<file path="src/thl_pkg.sv">
// ----------------------------------------------------------------------------
// thl_pkg
// Shared types and constants for the target-code hinge loss unit.
// ----------------------------------------------------------------------------
package thl_pkg;

    localparam int TBL_AW    = 16;
    localparam int TBL_DEPTH = 65536;
    localparam int DIV_NW    = 64;
    localparam int DIV_DW    = 32;
    localparam int CFG_AW    = 4;

    localparam logic OP_WRITE = 1'b0;
    localparam logic OP_ELEM  = 1'b1;

    localparam logic [1:0] REG_MARGIN = 2'd0;
    localparam logic [1:0] REG_BATCH  = 2'd1;
    localparam logic [1:0] REG_LENGTH = 2'd2;

    localparam logic [31:0] MARGIN_RST = 32'd32768;
    localparam logic [10:0] BATCH_RST  = 11'd1;
    localparam logic [8:0]  LENGTH_RST = 9'd255;

    typedef struct packed {
        logic               operation;
        logic [7:0]         class_index;
        logic [7:0]         code_position;
        logic signed [31:0] value;
        logic               batch_end;
    } t_in_item;

    typedef struct packed {
        logic signed [31:0] gradient;
        logic signed [31:0] loss;
        logic               loss_valid;
    } t_out_item;

    typedef struct packed {
        logic signed [31:0] value;
        logic signed [31:0] gt;
        logic               batch_end;
    } t_job;

    typedef enum logic [2:0] {
        BK_IDLE,
        BK_PREP,
        BK_MUL,
        BK_HINGE,
        BK_GDIV,
        BK_LSTART,
        BK_LDIV,
        BK_DONE
    } t_bk_state;

endpackage

</file>
<file path="src/thl_div.sv">
// ----------------------------------------------------------------------------
// thl_div
// Bit-serial unsigned restoring divider, one quotient bit per cycle.
// ----------------------------------------------------------------------------
module thl_div (
    input  logic                        i_clk,
    input  logic                        i_rst_n,
    input  logic                        i_start,
    input  logic [thl_pkg::DIV_NW-1:0]  i_dividend,
    input  logic [thl_pkg::DIV_DW-1:0]  i_divisor,
    output logic                        o_done,
    output logic [thl_pkg::DIV_NW-1:0]  o_quot
);

    localparam int CW = $clog2(thl_pkg::DIV_NW);

    logic                        r_busy;
    logic                        r_done;
    logic [CW-1:0]               r_cnt;
    logic [thl_pkg::DIV_NW-1:0]  r_quot;
    logic [thl_pkg::DIV_DW-1:0]  r_rem;
    logic [thl_pkg::DIV_DW-1:0]  r_dvs;
    logic [thl_pkg::DIV_DW:0]    n_trial;
    logic                        n_bit;

    always_comb begin
        n_trial = {r_rem, r_quot[thl_pkg::DIV_NW-1]};
        n_bit   = (n_trial >= {1'b0, r_dvs});
    end

    always_ff @(posedge i_clk) begin
        if (!i_rst_n) begin
            r_busy <= 1'b0;
            r_done <= 1'b0;
            r_cnt  <= '0;
        end else begin
            r_done <= 1'b0;
            if (i_start) begin
                r_busy <= 1'b1;
                r_cnt  <= '1;
            end else if (r_busy) begin
                r_cnt <= r_cnt - 1'b1;
                if (r_cnt == '0) begin
                    r_busy <= 1'b0;
                    r_done <= 1'b1;
                end
            end
        end
    end

    always_ff @(posedge i_clk) begin
        if (i_start) begin
            r_quot <= i_dividend;
            r_rem  <= '0;
            r_dvs  <= i_divisor;
        end else if (r_busy) begin
            r_quot <= {r_quot[thl_pkg::DIV_NW-2:0], n_bit};
            if (n_bit) begin
                r_rem <= thl_pkg::DIV_DW'(n_trial - {1'b0, r_dvs});
            end else begin
                r_rem <= n_trial[thl_pkg::DIV_DW-1:0];
            end
        end
    end

    assign o_done = r_done;
    assign o_quot = r_quot;

endmodule

</file>
<file path="src/thl_back.sv">
// ----------------------------------------------------------------------------
// thl_back
// Computes hinge, running sum, gradient and batch loss for queued jobs.
// ----------------------------------------------------------------------------
module thl_back #(
    parameter int MAX_CODE_LEN = 256,
    parameter int MAX_BATCH    = 1024
) (
    input  logic               i_clk,
    input  logic               i_rst_n,
    input  logic               i_q_empty,
    input  thl_pkg::t_job      i_q_job,
    output logic               o_q_pop,
    input  logic signed [31:0] i_margin,
    input  logic [10:0]        i_batch,
    input  logic [8:0]         i_length,
    input  logic               i_out_free,
    output logic               o_out_load,
    output thl_pkg::t_out_item o_out
);

    thl_pkg::t_bk_state r_state;
    thl_pkg::t_bk_state n_state;

    logic signed [31:0] r_p;
    logic signed [31:0] r_gt;
    logic               r_last;
    logic signed [31:0] r_c;
    logic signed [31:0] r_d;
    logic signed [63:0] r_prod;
    logic [63:0]        r_sum;
    logic signed [31:0] r_grad;
    logic signed [31:0] r_loss;

    logic [31:0]                 n_div;
    logic [31:0]                 n_len;
    logic [31:0]                 n_dl;
    logic signed [33:0]          n_cw;
    logic signed [33:0]          n_dw;
    logic signed [48:0]          n_t;
    logic [30:0]                 n_h;
    logic [63:0]                 n_s;
    logic [31:0]                 n_cabs;
    logic                        n_start;
    logic [thl_pkg::DIV_NW-1:0]  n_dvd;
    logic [thl_pkg::DIV_DW-1:0]  n_dvs;
    logic                        w_done;
    logic [thl_pkg::DIV_NW-1:0]  w_quot;
    logic [40:0]                 n_qc;
    logic signed [42:0]          n_lw;
    logic signed [31:0]          n_loss;
    logic signed [32:0]          n_gq;

    always_comb begin
        if (32'(i_batch) < 32'd1) begin
            n_div = 32'd1;
        end else if (32'(i_batch) > 32'(MAX_BATCH)) begin
            n_div = 32'(MAX_BATCH);
        end else begin
            n_div = 32'(i_batch);
        end
        if (32'(i_length) < 32'd1) begin
            n_len = 32'd1;
        end else if (32'(i_length) > 32'(MAX_CODE_LEN)) begin
            n_len = 32'(MAX_CODE_LEN);
        end else begin
            n_len = 32'(i_length);
        end
        n_dl = n_div * n_len;

        n_cw = 34'sd65536 - (34'(r_gt) <<< 1);
        n_dw = 34'(r_p) - 34'sd32768;

        n_t = 49'(i_margin) + 49'($signed(r_prod[63:16]));
        if (n_t < 0) begin
            n_h = '0;
        end else if (n_t > 49'sd2147483647) begin
            n_h = '1;
        end else begin
            n_h = n_t[30:0];
        end
        n_s = r_sum + 64'(n_h);
        if (n_s[63]) begin
            n_s = {1'b0, {63{1'b1}}};
        end

        n_cabs = r_c[31] ? 32'(-33'(r_c)) : 32'(r_c);
        n_gq   = 33'(w_quot[31:0]);
        if (r_c[31]) begin
            n_gq = -n_gq;
        end

        if (w_quot > 64'd1 << 40) begin
            n_qc = 41'd1 << 40;
        end else begin
            n_qc = w_quot[40:0];
        end
        n_lw = 43'sd32768 - 43'(i_margin) + $signed({2'b0, n_qc});
        if (n_lw > 43'sd2147483647) begin
            n_loss = 32'sh7fffffff;
        end else if (n_lw < -43'sd2147483648) begin
            n_loss = 32'sh80000000;
        end else begin
            n_loss = n_lw[31:0];
        end
    end

    always_comb begin
        n_state    = r_state;
        o_q_pop    = 1'b0;
        o_out_load = 1'b0;
        n_start    = 1'b0;
        n_dvd      = 64'(n_cabs);
        n_dvs      = n_div;
        unique case (r_state)
            thl_pkg::BK_IDLE: begin
                if (!i_q_empty) begin
                    o_q_pop = 1'b1;
                    n_state = thl_pkg::BK_PREP;
                end
            end
            thl_pkg::BK_PREP:  n_state = thl_pkg::BK_MUL;
            thl_pkg::BK_MUL:   n_state = thl_pkg::BK_HINGE;
            thl_pkg::BK_HINGE: begin
                if (n_h != '0) begin
                    n_start = 1'b1;
                    n_state = thl_pkg::BK_GDIV;
                end else begin
                    n_state = thl_pkg::BK_LSTART;
                end
            end
            thl_pkg::BK_GDIV: begin
                if (w_done) begin
                    n_state = thl_pkg::BK_LSTART;
                end
            end
            thl_pkg::BK_LSTART: begin
                n_dvd = r_sum;
                n_dvs = n_dl;
                if (r_last) begin
                    n_start = 1'b1;
                    n_state = thl_pkg::BK_LDIV;
                end else begin
                    n_state = thl_pkg::BK_DONE;
                end
            end
            thl_pkg::BK_LDIV: begin
                if (w_done) begin
                    n_state = thl_pkg::BK_DONE;
                end
            end
            thl_pkg::BK_DONE: begin
                if (i_out_free) begin
                    o_out_load = 1'b1;
                    n_state    = thl_pkg::BK_IDLE;
                end
            end
            default: n_state = thl_pkg::BK_IDLE;
        endcase
    end

    thl_div u_div (
        .i_clk      (i_clk),
        .i_rst_n    (i_rst_n),
        .i_start    (n_start),
        .i_dividend (n_dvd),
        .i_divisor  (n_dvs),
        .o_done     (w_done),
        .o_quot     (w_quot)
    );

    always_ff @(posedge i_clk) begin
        if (!i_rst_n) begin
            r_state <= thl_pkg::BK_IDLE;
            r_sum   <= '0;
        end else begin
            r_state <= n_state;
            if (r_state == thl_pkg::BK_HINGE) begin
                r_sum <= n_s;
            end else if (r_state == thl_pkg::BK_LDIV && w_done) begin
                r_sum <= '0;
            end
        end
    end

    always_ff @(posedge i_clk) begin
        unique case (r_state)
            thl_pkg::BK_IDLE: begin
                r_p    <= i_q_job.value;
                r_gt   <= i_q_job.gt;
                r_last <= i_q_job.batch_end;
                r_grad <= '0;
                r_loss <= '0;
            end
            thl_pkg::BK_PREP: begin
                if (n_cw > 34'sd2147483647) begin
                    r_c <= 32'sh7fffffff;
                end else if (n_cw < -34'sd2147483648) begin
                    r_c <= 32'sh80000000;
                end else begin
                    r_c <= n_cw[31:0];
                end
                if (n_dw < -34'sd2147483648) begin
                    r_d <= 32'sh80000000;
                end else begin
                    r_d <= n_dw[31:0];
                end
            end
            thl_pkg::BK_MUL: r_prod <= r_d * r_c;
            thl_pkg::BK_GDIV: begin
                if (w_done) begin
                    r_grad <= n_gq[31:0];
                end
            end
            thl_pkg::BK_LDIV: begin
                if (w_done) begin
                    r_loss <= n_loss;
                end
            end
            default: begin
            end
        endcase
    end

    assign o_out.gradient   = r_grad;
    assign o_out.loss       = r_loss;
    assign o_out.loss_valid = r_last;

endmodule

</file>
<file path="config.mk">
export PLATFORM = sky130hd
export DESIGN_NAME = thl_back
export DESIGN_NICKNAME = d
export VERILOG_FILES = /design/src/thl_pkg.sv /design/src/thl_div.sv /design/src/thl_back.sv
export SDC_FILE = /design/constraint.sdc
export NUM_CORES = 2
export LEC_CHECK = 0
export ABC_AREA = 1
export BUFFER_PORTS_ARGS = -buffer_cell sky130_fd_sc_hd__buf_2
export CORE_ASPECT_RATIO = 1.75
export CORE_MARGIN = 2
export CORE_UTILIZATION = 55
export CTS_BUF_LIST = sky130_fd_sc_hd__clkbuf_4
export DETAILED_ROUTE_END_ITERATION = 10
export PLACE_DENSITY = 0.72
export SLEW_MARGIN = 20
export SYNTH_ARGS = -nofsm -noshare
export SYNTH_HDL_FRONTEND = slang
export SYNTH_SLANG_ARGS = --single-unit
</file>
<file path="constraint.sdc">
create_clock -name i_clk -period 9.3 [get_ports i_clk]
set_input_delay 0.93 -clock i_clk [delete_from_list [all_inputs] [get_ports i_clk]]
set_output_delay 0.93 -clock i_clk [all_outputs]
set_load 0.01 [all_outputs]
</file>
==> reports/qor.yml <==
status: "finished, final reports clean"
die_h_um: 479
drt_iter0_markers: 4161
relSlewSlack: 0.203
synth_top_family_by_area: "adder cells"
syn_area_sq_um: 70800
crit_end: "r_prod[57]"
layout-drive-gt1-share: 0.0643
antenna_found_initial: 7
synth_simple_gate_area_frac: 0.198
syn_to_final_growth_pct: 6.00
die_w_um: 275
end_kind: "register"
drv_slew: 0
synth.area.mux_share: 0
synth-compound-area-share: 0.0691
synth_ff_type: "edfxtp_1"
cap_viol_max_count: 0
synth_largest_area_cell: "fa_1"
root_buffer: "clkbuf_4"
fin_nets: 10900
ys_types: 58
period_share: 0.971
rsz0062_at_grt: "false"
num_vias: 60100
start_kind: "register"
cts_tree: "done"
wl_per_cell_um: 20.2
yosysSeqAreaShare: 0.169
grt_overflow_total: 0
grt_usage: 0.347
grt_first_pass_wirelength_um: 348000
synthCells: 9130
num_rows: 174
max_slew.worst_pin.slew_ns: 1.19
dr.pass1.iters: 7
synth_edf_count: 327
mostFrequentLayoutCell: "nand2_1"
hold_class: "in2reg"
worstPathRequired_ns: 10.00
clock_path_buffers: 3
gp_congestion: 1.01
cts_buffers: 103
h-tree-depth: 3
ys_warn_count: 0
synth_xor_area_frac: 0.0311
worstReg2RegEnd: "r_prod[57]"
synthAdderAreaFrac: 0.398
syn-num-nets: 10800
worstSetupPathType: "reg2reg"
ff2ff_path_depth: 26
synth.top_cell.area_share: 0.325
cts_sinks: 433
cp_max_fo: 20
initial_core_util: 0.553
synth-async-reset-ratio: 0
clkLatencyLatePin_ns: 1.12
finalCriticalPeriod_ns: 9.03
drtAntennaViolNets: 0
fin_skew_ns: 0.161
yosys-top-cells-area: "fa_1, edfxtp_1, nand2_1"
core-area_sq_um: 128000
fmax_mhz: 111
wl_um: 222000
layout_common_cells: "nand2_1, inv_1, fa_1"
clk_pin_slew_ns: 0.08
hold_viol_final: 0
startpoint: "r_c[4]"
io_pins: 188
setup_tns_ns: 0
fill_cells: 11900
arrival_ns: 9.73
regToRegSetupSlack_ns: 0.27
setup_viol_count_final: 0
grt_max_degree: 75
ys_ff_latch: 433
r2r_start: "r_c[4]"
post_cts_resized: 0
die-area_sq_um: 132000
viasPerCell: 5.47
hpwl_um: 184000
io_buffers: 187
syn_area_per_cell_sq_um: 7.75
drc: 0
grt_pass1_vias: 64700
worst max-delay path, cell delays in order (launching register included):
cell and delay (ns):
edfxtp_1 1.07, nand2_1 0.16, fa_1 0.57, fa_1 0.46
fa_1 0.52, inv_1 0.06, fa_1 0.53, inv_1 0.05
fa_1 0.49, inv_1 0.06, fa_1 0.52, fa_1 0.50
inv_1 0.05, fa_1 0.49, inv_1 0.05, ha_1 0.37
nand2_1 0.13, nor2_2 0.61, nand2_1 0.10, o211ai_1 0.73
nand2_1 0.12, nand2_1 0.18, nand3_1 0.09, nand2_1 0.15
a21boi_0 0.19, o21ai_0 0.38, xor2_1 0.11
how the worst min path moves through the flow:
| stage | from | endpoint | cells past startpoint |
|---|---|---|---|
| 2_1_floorplan | r_sum[37] | r_sum[37] | 2 |
| 4_1_cts | i_q_job[3] | r_gt[2] | 1 |
| 5_1_grt | i_q_job[13] | r_gt[12] | 1 |
| 3_3_place_gp | r_sum[37] | r_sum[37] | 2 |
| 6_report | i_q_job[13] | r_gt[12] | 1 |
| 3_5_place_dp | r_sum[37] | r_sum[37] | 2 |
what timing repair did:
action,4_1_cts,5_1_grt
hold endpoints to repair,3,0
setup buffers,0,3
hold buffers,3,0
endpoints found under the setup margin,0,1
synthesized netlist by cell type (all sizes together), types with 36 or more instances:
| cell | count |
|---|---|
| a21oi | 456 |
| a31oi | 36 |
| buf | 49 |
| clkbuf | 286 |
| dfxtp | 106 |
| edfxtp | 327 |
| fa | 1149 |
| ha | 413 |
| inv | 2174 |
| nand2 | 2334 |
| nand3 | 266 |
| nand4 | 51 |
| nor2 | 612 |
| nor3 | 97 |
| nor4 | 36 |
| o21ai | 308 |
| or2 | 39 |
| xnor2 | 91 |
| xor2 | 160 |
logic make-up after synthesis:
logic type / Yosys count
xor gates and xnor gates: 251
DFF: 433
AOI/OAI and AO/OA: 911
adders and majority gates: 1562
and+or+nand+nor: 3454
buffers and inverters: 2519
per-layer routing:
| layer | vias to the layer above | wire (um) | track usage |
|---|---|---|---|
| met3 | 1011 | 12300 | 0.0520 |
| met4 | 8 | 23300 | 0.288 |
| met1 | 29100 | 71700 | 0.341 |
| li1 | 27600 | - | - |
| met2 | 2358 | 115000 | 0.634 |
| met5 | - | 53 | 0 |
stage by stage:
step           worst slack [ns]  instances  hold WS, ns  area (sq um)  utilization
3_5_place_dp              0.369      10800        0.463         73500        0.574
2_1_floorplan              1.78       9130        0.445         70800            -
6_report                  0.267      11000       0.0961         75000        0.586
4_1_cts                   0.298      11000      0.00102         75000        0.585
3_3_place_gp              0.432      10800        0.454         73500        0.574
5_1_grt                  0.0232      11000       0.0152         75000        0.586
cell type report:
cell class	count	area (sq um)	share of cell area
Clock buffer	132	991	0.0132
Sequential cell	433	11900	0.159
Timing Repair Buffer	322	2000	0.0266
Tap cell	1672	2090	0.0279
Antenna cell	6	15.0	0.000200
Inverter	2184	8200	0.109
Multi-Input combinational cell	6178	49400	0.658
Clock inverter	54	417	0.00555
flip-flops by register name, summed over array words and instances (netlist names):
signal,cells
r_last,1
u_div.r_rem,32
r_prod,48
u_div.r_cnt,6
r_loss,32
r_c,32
r_p,32
r_state,3
r_sum,63
u_div.r_busy,1
r_d,32
u_div.o_done,1
u_div.o_quot,64
r_gt,32
r_grad,32
u_div.r_dvs,22
Power is not shown: default switching activity piles up to over one toggle a cycle in this logic, so the estimate is an artifact.
