==> config.mk <==
export PLATFORM = sky130hd
export DESIGN_NAME = thl_queue
export DESIGN_NICKNAME = d
export VERILOG_FILES = /design/src/thl_pkg.sv /design/src/thl_queue.sv
export SDC_FILE = /design/constraint.sdc
export NUM_CORES = 1
export LEC_CHECK = 0
export ABC_AREA = 1
export BUFFER_PORTS_ARGS = -buffer_cell sky130_fd_sc_hd__buf_4
export CORE_MARGIN = 8
export CORE_UTILIZATION = 50
export DETAILED_ROUTE_END_ITERATION = 16
export GPL_ROUTABILITY_DRIVEN = 0
export MAX_ROUTING_LAYER = met4
export PLACE_DENSITY = 0.87
export SKIP_LAST_GASP = 1
export SLEW_MARGIN = 20
export SYNTH_ARGS = -nofsm -noshare
export SYNTH_HDL_FRONTEND = slang
export SYNTH_SLANG_ARGS = --single-unit
==> constraint.sdc <==
create_clock -name i_clk -period 6.9 [get_ports i_clk]
set_clock_uncertainty 0.15 [all_clocks]
set_input_delay 1.38 -clock i_clk [delete_from_list [all_inputs] [get_ports i_clk]]
set_output_delay 1.38 -clock i_clk [all_outputs]
set_load 0.1 [all_outputs]
==> src/thl_pkg.sv <==
// ----------------------------------------------------------------------------
// thl_pkg
// Shared types and constants for the target-code hinge loss unit.
// ----------------------------------------------------------------------------
package thl_pkg;

    localparam int TBL_AW    = 16;
    localparam int TBL_DEPTH = 65536;
    localparam int DIV_NW    = 64;
    localparam int DIV_DW    = 32;
    localparam int CFG_AW    = 4;

    localparam logic OP_WRITE = 1'b0;
    localparam logic OP_ELEM  = 1'b1;

    localparam logic [1:0] REG_MARGIN = 2'd0;
    localparam logic [1:0] REG_BATCH  = 2'd1;
    localparam logic [1:0] REG_LENGTH = 2'd2;

    localparam logic [31:0] MARGIN_RST = 32'd32768;
    localparam logic [10:0] BATCH_RST  = 11'd1;
    localparam logic [8:0]  LENGTH_RST = 9'd255;

    typedef struct packed {
        logic               operation;
        logic [7:0]         class_index;
        logic [7:0]         code_position;
        logic signed [31:0] value;
        logic               batch_end;
    } t_in_item;

    typedef struct packed {
        logic signed [31:0] gradient;
        logic signed [31:0] loss;
        logic               loss_valid;
    } t_out_item;

    typedef struct packed {
        logic signed [31:0] value;
        logic signed [31:0] gt;
        logic               batch_end;
    } t_job;

    typedef enum logic [2:0] {
        BK_IDLE,
        BK_PREP,
        BK_MUL,
        BK_HINGE,
        BK_GDIV,
        BK_LSTART,
        BK_LDIV,
        BK_DONE
    } t_bk_state;

endpackage

==> src/thl_queue.sv <==
// ----------------------------------------------------------------------------
// thl_queue
// Two-entry queue of classified jobs between front and back.
// ----------------------------------------------------------------------------
module thl_queue (
    input  logic          i_clk,
    input  logic          i_rst_n,
    input  logic          i_push,
    input  thl_pkg::t_job i_job,
    output logic          o_full,
    input  logic          i_pop,
    output logic          o_empty,
    output thl_pkg::t_job o_job
);

    thl_pkg::t_job r_slot [2];
    logic          r_wptr;
    logic          r_rptr;
    logic [1:0]    r_cnt;

    always_ff @(posedge i_clk) begin
        if (!i_rst_n) begin
            r_wptr <= 1'b0;
            r_rptr <= 1'b0;
            r_cnt  <= '0;
        end else begin
            if (i_push) begin
                r_wptr <= ~r_wptr;
            end
            if (i_pop) begin
                r_rptr <= ~r_rptr;
            end
            r_cnt <= r_cnt + 2'(i_push) - 2'(i_pop);
        end
    end

    always_ff @(posedge i_clk) begin
        if (i_push) begin
            r_slot[r_wptr] <= i_job;
        end
    end

    assign o_full  = (r_cnt == 2'd2);
    assign o_empty = (r_cnt == 2'd0);
    assign o_job   = r_slot[r_rptr];

endmodule

==> results of run 1 <==
## cells by family after synthesis
family / Yosys count
AO/OA/AOI/OAI: 1
multiplexers: 65
flip-flops: 135
buffers and inverters: 14
AND/OR/NAND/NOR: 18
adder cells (fa/ha/maj): 2
## sequential cells by signal, indices dropped and copies added, names as in the netlist, named ones only
name and flops:
r_rptr 1, r_slot 130, r_wptr 1, r_cnt 2
## placed cells by master, fill, tap and decap left out, types with 4 or more instances in the layout
cell,n
mux2_2,15
buf_4,137
clkbuf_16,16
inv_1,6
nand2_1,8
nor2_1,8
mux2_4,50
edfxtp_1,130
dfxtp_1,4
clkinv_2,8
## worst max-delay path, delay by kind of cell, from the launching register on
kind                   cells  cell delay, ns
flip-flops                 1            0.67
buffers and inverters      2            0.54
multiplexers               1            0.38
## stage by stage
step                      utilization (%)  power, µW  hold slack [ns]  cell area, µm²  instances
after floorplan                         -       1350            0.313            5120        235
after global placement               61.7       1450            0.327            6260        501
after detailed placement             61.7       1450            0.329            6260        501
after CTS                            66.5       2190            0.356            6750        533
after global routing                 66.8       2240            0.387            6770        534
final                                66.8       2170            0.358            6770        534
## layout make-up
type,instances,area [µm²],share of cell area (%)
Inverter,7,26.3,0.388
Clock buffer,20,425,6.28
Multi-Input combinational cell,86,1030,15.1
Sequential cell,135,4010,59.2
Timing Repair Buffer,138,1060,15.6
Tap cell,136,170,2.51
Clock inverter,12,62.6,0.924
## routing by layer
metal / vias up / global-route usage, % / part of all wire (%)
met1: 1248 / 15.1 / 38
met3: 12 / 4.62 / 7.0
met2: 89 / 24.6 / 53
met5: - / - / 0
li1: 1208 / - / -
met4: 0 / 6.66 / 1.5
## Yosys cell counts (all sizes together)
master,number
inv,7
a21oi,1
mux2,65
nor2,9
dfxtp,5
nand2,8
buf,7
edfxtp,130
ha,2
nand3,1
## worst paths after layout
check	startpoint	endpoint	slack, ns
worst min-delay path	r_rptr	flip-flop	0.36
worst max register to register	r_wptr	r_slot[0][17]	4.80
worst max-delay path	flip-flop	o_job[64]	3.24
worst min register to register	r_rptr	flip-flop	0.36
## where the power goes
| part | leakage (µW) | internal, µW | total [µW] | switching [µW] |
|---|---|---|---|---|
| Clock | 0.000243 | 432 | 734 | 303 |
| Combinational | 0.00120 | 126 | 467 | 341 |
| Sequential | 0.00126 | 949 | 968 | 18.3 |
==> reports/summary.txt, run 1 <==
Outcome -> complete, no violations
Synth Register Bits -> 135
CP required -> 5.37 ns
Period Utilization, post-route -> 53.1%
Setup TNS -> 0 ns
Dpl hpwl -> 6340 µm
Xor and xnor area share after synthesis -> 0%
Die height -> 117 µm
Clock slew at reported path FFs -> 0.05 ns
Static leakage -> 0.00270 µW
Startpoint Class -> flip-flop
Synth top area cells -> edfxtp_1 76%, mux2_4 15%, mux2_2 3.3%, dfxtp_1 2.0%, buf_6 1.3%
Chip Width -> 117 µm
Num ports -> 136
Peak VDD IR -> 0.174 mV
Total wire length -> 9440 µm
Simple-gate area share of the yosys netlist -> 1.34%
Initial antenna violation count -> 0
CP Capture Type -> output pin
Slew HR -> 48.7%
Synth Area in Compound Gates -> 0.0977%
Final setup margin -> 3.24 ns
CTS resizes -> 0
Syn. warnings -> 0
Cells along the critical path -> buf_16 -> mux2_2 -> buf_4
FP Rows -> 37
Final ANT Viol Nets -> 0
FMAX -> 0.273 GHz
Area delta synth->final -> 32.3%
Clk buf depth -> 2
Clock root buffer master -> clkbuf_8
Adder-Cell Fraction of Synth Area -> 0.489%
Fillers -> 690
CP Max Fanout -> 39
CTS tree -> yes
R2R cell count -> 2
Pwr/cell area -> 320 mW/mm²
CP peak stage delay -> 0.67 ns
Cell accounting for the most synthesized area -> edfxtp_1
Net count after synthesis -> 306
MaxCap Viol Count -> 0
Hold Vio Cnt, Final -> 0
Vias in the first global route -> 2,876
Number of diodes -> 0
Largest net degree at the start of global routing -> 66
First-pass GRT wire length -> 14,100 µm
CP Class -> reg2out
Initial Util -> 50.5%
Die footprint -> 0.0137 mm²
Post-CTS Setup Bufs -> 0
Drt drc -> 0
Sequential fraction of the synthesis area -> 78.2%
Cells after synthesis -> 235
Routed wire per std cell -> 17.7 µm
Layout cell share with drive strength beyond 1 -> 58.5%
Core ar. -> 0.0101 mm²
Final net count -> 456
Largest family of logic cells by synthesized area -> multiplexers
Dpl ws -> 3.56 ns
Clk sinks -> 135
GRT Overall Usage -> 14.5%
PortBufs -> 135
Setup Viol. Count Final -> 0
CTS Buf Count -> 17
Max-slew violations -> 0
Mux cell area share after synthesis -> 18.0%
Crit path DAT -> 2.13 ns
Via count -> 2,557
Via density -> 4.79
Netlist Area Pre-Place -> 0.00512 mm²
Critical-path top delay cell -> dfxtp_4
Worst Tran Pin Value -> 0.768 ns
Clock H-tree levels -> 4
Hold buffers post-CTS -> 0
Later-pin clock latency in the skew report -> 0.50 ns
Netlist cell types -> 12
Min-Delay Path Class -> reg2reg
Hold Path Depth -> 2
Crit path time final -> 3.66 ns
DRT iter0 DRCs -> 98
Top cell type's share of synthesized area -> 76.2%
Syn Area/Cell -> 21.8 µm²
GR Overflow Total -> 0
RSZ-0062 raised after global routing -> false
First drt pass iteration count -> 4
(Power assumes the default switching activity.)
==> run 2, diff against run 1 <==
clock period = 3.8 ns   (was 6.9 ns; I/O delays follow)
==> run 2 against run 1 <==
Compared with the run above:
- utilization rose by 0.67 points
- hold slack got worse by 0.080 ns
- die area did not move
- final cell count did not move
- clock power rose by 100%
- worst setup slack got worse by 2.5 ns
- critical path depth did not move
- highest routed layer unchanged
==> reports/summary.txt, run 2 (synthesis gave the netlist of run 1 again) <==
CTS tree -> yes
Static leakage -> 0.00272 µW
CTS Buf Count -> 17
Switching pwr -> 1240 µW
Period Utilization, post-route -> 80.3%
Setup Viol. Count Final -> 0
Die height -> 117 µm
Pwr/cell area -> 601 mW/mm²
Via count -> 2,566
Drt drc -> 0
RSZ-0062 raised after global routing -> false
CP Class -> reg2out
Clk buf depth -> 2
GRT Overall Usage -> 14.3%
Cells along the critical path -> buf_12 -> mux2_2 -> buf_4
Layout cell share with drive strength beyond 1 -> 58.8%
Clock root buffer master -> clkbuf_8
Via density -> 4.81
Final net count -> 456
CP Capture Type -> output pin
DRT iter0 DRCs -> 101
Initial antenna violation count -> 0
CP peak stage delay -> 0.64 ns
Post-CTS Setup Bufs -> 0
Clk sinks -> 135
FF-to-FF setup slack -> 1.99 ns
Die footprint -> 0.0137 mm²
Clock slew at reported path FFs -> 0.06 ns
Fillers -> 679
Later-pin clock latency in the skew report -> 0.51 ns
Most frequent cells in the layout -> 136 x buf_4, 130 x edfxtp_1, 50 x mux2_4
Hold Vio Cnt, Final -> 0
Clock power share -> 36.6%
Int Pwr -> 2870 µW
Vias in the first global route -> 2,776
Num ports -> 136
MaxCap Viol Count -> 0
FMAX -> 0.328 GHz
Min Hold Slack -> 0.279 ns
Setup TNS -> 0 ns
Crit path DAT -> 2.14 ns
Peak VDD IR -> 0.333 mV
Largest net degree at the start of global routing -> 66
Clock H-tree levels -> 4
Largest regs -> r_slot (130), r_cnt (2)
CP Max Fanout -> 38
CTS resizes -> 0
Most common cell after layout, fill and taps aside -> buf_4
Min-Delay Path Class -> in2reg
First-pass GRT wire length -> 13,800 µm
CP required -> 2.89 ns
Core ar. -> 0.0101 mm²
Slew HR -> 43.0%
Max-slew violations -> 0
Total power -> 4110 µW
Critical path's top delay family -> flip-flops
Worst path bufs/invs -> 2
Worst Tran Pin Value -> 0.856 ns
Outcome -> complete, no violations
Total wire length -> 9260 µm
Startpoint Class -> flip-flop
Dpl ws -> 1.27 ns
Routed wire per std cell -> 17.3 µm
Dpl hpwl -> 6290 µm
Hold buffers post-CTS -> 0
Number of flip-flops in the largest register -> 130
FP Rows -> 37
Final setup margin -> 0.749 ns
PortBufs -> 135
Area delta synth->final -> 33.6%
GR Overflow Total -> 0
Critical-path top delay cell -> dfxtp_4
Number of diodes -> 0
Top reg by flops -> r_slot
Initial Util -> 50.5%
Power share of the combinational group -> 20.7%
First drt pass iteration count -> 4
Final ANT Viol Nets -> 0
Chip Width -> 117 µm
Sequential power share -> 42.7%
Crit path time final -> 3.05 ns
Switching Fraction -> 30.1%
-- run 2: cell types whose count changed in the layout (fill, tap and decap cells not counted), sizes merged --
cell | previous run | this run
bufinv | 0 | 2
clkinv | 10 | 7
inv | 7 | 8
clkbuf | 20 | 17
clkinvlp | 2 | 5
-- run 2: path summary, 6_finish.rpt --
| check | to | cells after the start | start |
|---|---|---|---|
| max | o_job[1] | 3 | flip-flop |
| min | r_slot[1][3] | 1 | i_job[3] |
| max reg2reg | r_slot[1][63] | 3 | r_wptr |
| min reg2reg | flip-flop | 2 | r_rptr |
-- run 2: final cells by class --
class                      count  area (µm²)  area share (%)
sequential                   135        4010            58.6
clock inverter                15         136            1.99
multi-input combinational     86        1030            15.0
tap                          136         170            2.49
clock buffer                  17         414            6.05
timing repair buffer         138        1060            15.5
inverter                       7        26.3           0.384
-- run 2: metal layers --
metal / GRT usage [%] / up-vias / routed length, µm
met5: - / - / 0
met4: 7.42 / 0 / 157
met3: 5.03 / 15 / 696
met2: 23.7 / 93 / 4820
met1: 14.8 / 1251 / 3580
li1: - / 1207 / -
-- run 2: power groups by stage --
| stage | clock network (µW) | registers, µW | logic (µW) |
|---|---|---|---|
| floorplan | 0 | 1770 | 679 |
| global placement | 0 | 1780 | 848 |
| detailed placement | 0 | 1790 | 856 |
| CTS | 1530 | 1760 | 857 |
| global route | 1610 | 1760 | 877 |
| finish | 1500 | 1760 | 848 |
-- run 2: through the flow --
| stage | cell area (µm²) | util, % | std cells |
|---|---|---|---|
| after floorplan | 5120 | - | 235 |
| final | 6840 | 67.5 | 534 |
| after global routing | 6840 | 67.5 | 534 |
| after detailed placement | 6290 | 62.1 | 502 |
| after CTS | 6840 | 67.5 | 534 |
| after global placement | 6290 | 62.1 | 502 |
==> run 3, diff against run 2 <==
CORE_UTILIZATION = 47   (was 50)
PLACE_DENSITY = 0.86   (was 0.87)
clock period = 2.6 ns   (was 3.8 ns; I/O delays follow)
==> run 3 against run 2 <==
Compared with the run above:
- non-clock buffer count increased by 9
- die area rose by 5.5%
- critical path depth stayed put
- critical path type unchanged
- largest cell class unchanged
- final cell count is 2.6% higher
- routed wire length is 2.5% higher
==> reports/summary.txt, run 3 (synthesis gave the netlist of run 1 again) <==
Most common cell after layout, fill and taps aside -> buf_4
Hold Vio Cnt, Final -> 0
# placed instances -> 509
MaxCap Viol Count -> 0
Most frequent cells in the layout -> 143 x buf_4, 130 x edfxtp_1, 50 x mux2_4
Cells along the critical path -> buf_16 -> mux2_2 -> buf_4
Max-slew violations -> 0
GRT Overall Usage -> 13.4%
Final net count -> 465
Reg area -> 0.00401 mm²
Multi-input logic area -> 0.00103 mm²
Peak VDD IR -> 0.447 mV
FMAX -> 0.405 GHz
Pwr/cell area -> 856 mW/mm²
Hold buffers post-CTS -> 0
Layout cell share with drive strength beyond 1 -> 60.7%
GR Overflow Total -> 0
Static leakage -> 0.00278 µW
Later-pin clock latency in the skew report -> 0.51 ns
Num ports -> 136
Slew HR -> 64.5%
RSZ-0062 raised after global routing -> false
Setup Viol. Count Final -> 0
Crit path DAT -> 1.80 ns
Largest regs -> r_slot (130), r_cnt (2)
CP Max Fanout -> 29
CTS tree -> yes
Via density -> 4.74
Chip Width -> 120 µm
Top reg by flops -> r_slot
Critical path's top delay family -> buffers and inverters
Die height -> 120 µm
Critical-path top delay cell -> dfxtp_4
Dpl hpwl -> 6610 µm
CP Capture Type -> output pin
Routed wire per std cell -> 17.3 µm
CP peak stage delay -> 0.43 ns
Clock slew at reported path FFs -> 0.06 ns
Fin cells -> 548
Initial antenna violation count -> 1
Startpoint Class -> flip-flop
Die footprint -> 0.0145 mm²
Vias in the first global route -> 2,817
Total wire length -> 9490 µm
Clk buf depth -> 2
Drt drc -> 0
Final ANT Viol Nets -> 0
CP required -> 1.93 ns
Fillers -> 770
CP Class -> reg2out
Min-Delay Path Class -> in2reg
Clk sinks -> 135
First-pass GRT wire length -> 14,400 µm
Clock H-tree levels -> 4
Worst path bufs/invs -> 2
FP Rows -> 38
Largest net degree at the start of global routing -> 39
Area delta synth->final -> 35.6%
Final core occ -> 64.6%
Initial Util -> 47.7%
Total power -> 5940 µW
CTS Buf Count -> 17
DRT iter0 DRCs -> 67
Core ar. -> 0.0107 mm²
Outcome -> complete, no violations
PortBufs -> 135
Worst Tran Pin Value -> 0.532 ns
Clock root buffer master -> clkbuf_8
Crit path time final -> 2.47 ns
Period Utilization, post-route -> 94.8%
Via count -> 2,595
Number of flip-flops in the largest register -> 130
First drt pass iteration count -> 4
[run 3: worst paths after layout]
check,start,depth (start not counted),to,slack (ns)
worst max-delay path,flip-flop,3,o_job[10],0.13
worst min-delay path,i_job[13],1,r_slot[1][13],0.04
worst max register to register,r_wptr,3,r_slot[1][19],1.03
worst min register to register,r_rptr,2,flip-flop,0.36
[run 3: final cells by class]
type / count / area share, %
flip-flops and latches: 135 / 57.7
repair buffers: 147 / 16.7
multi-input cells: 86 / 14.8
clock buffers: 21 / 6.76
well taps: 140 / 2.52
clock inverters: 11 / 1.08
inverters: 7 / 0.378
diodes: 1 / 0.0360
[run 3: what timing repair did]
item,4_1_cts,5_1_grt
endpoints found under the setup margin,5,15
resized for setup,0,1
setup buffers,0,6
[run 3: report_power, final]
group          internal [µW]  total [µW]  switching [µW]
logic                    356        1280             921
registers               2520        2550            36.7
clock network           1270        2110             847
total                   4140        5940            1800
[run 3: worst reg2reg max path: cells and delay by family (launching register included)]
family	cells	cell delay (ns)
buffers and inverters	2	0.50
flip-flops	1	0.40
AND/OR/NAND/NOR	1	0.11
[run 3: stage by stage]
step / area [µm²] / worst slack (ns) / TNS [ns] / hold WS [ns]
floorplan: 5130 / 0.176 / 0 / 0.313
finish: 6940 / 0.134 / 0 / 0.0436
CTS: 6890 / -0.0173 / -0.0491 / 0.0172
global placement: 6340 / 0.560 / 0 / 0.327
global route: 6940 / 0.0592 / 0 / 0.0177
detailed placement: 6340 / 0.543 / 0 / 0.349
[run 3: routing by layer]
metal | part of all wire [%] | up-vias | GRT usage, %
met4 | 1.2 | 0 | 6.09
met5 | 0 | - | -
li1 | - | 1234 | -
met1 | 39 | 1269 | 14.1
met2 | 53 | 85 | 22.4
met3 | 6.3 | 7 | 4.52
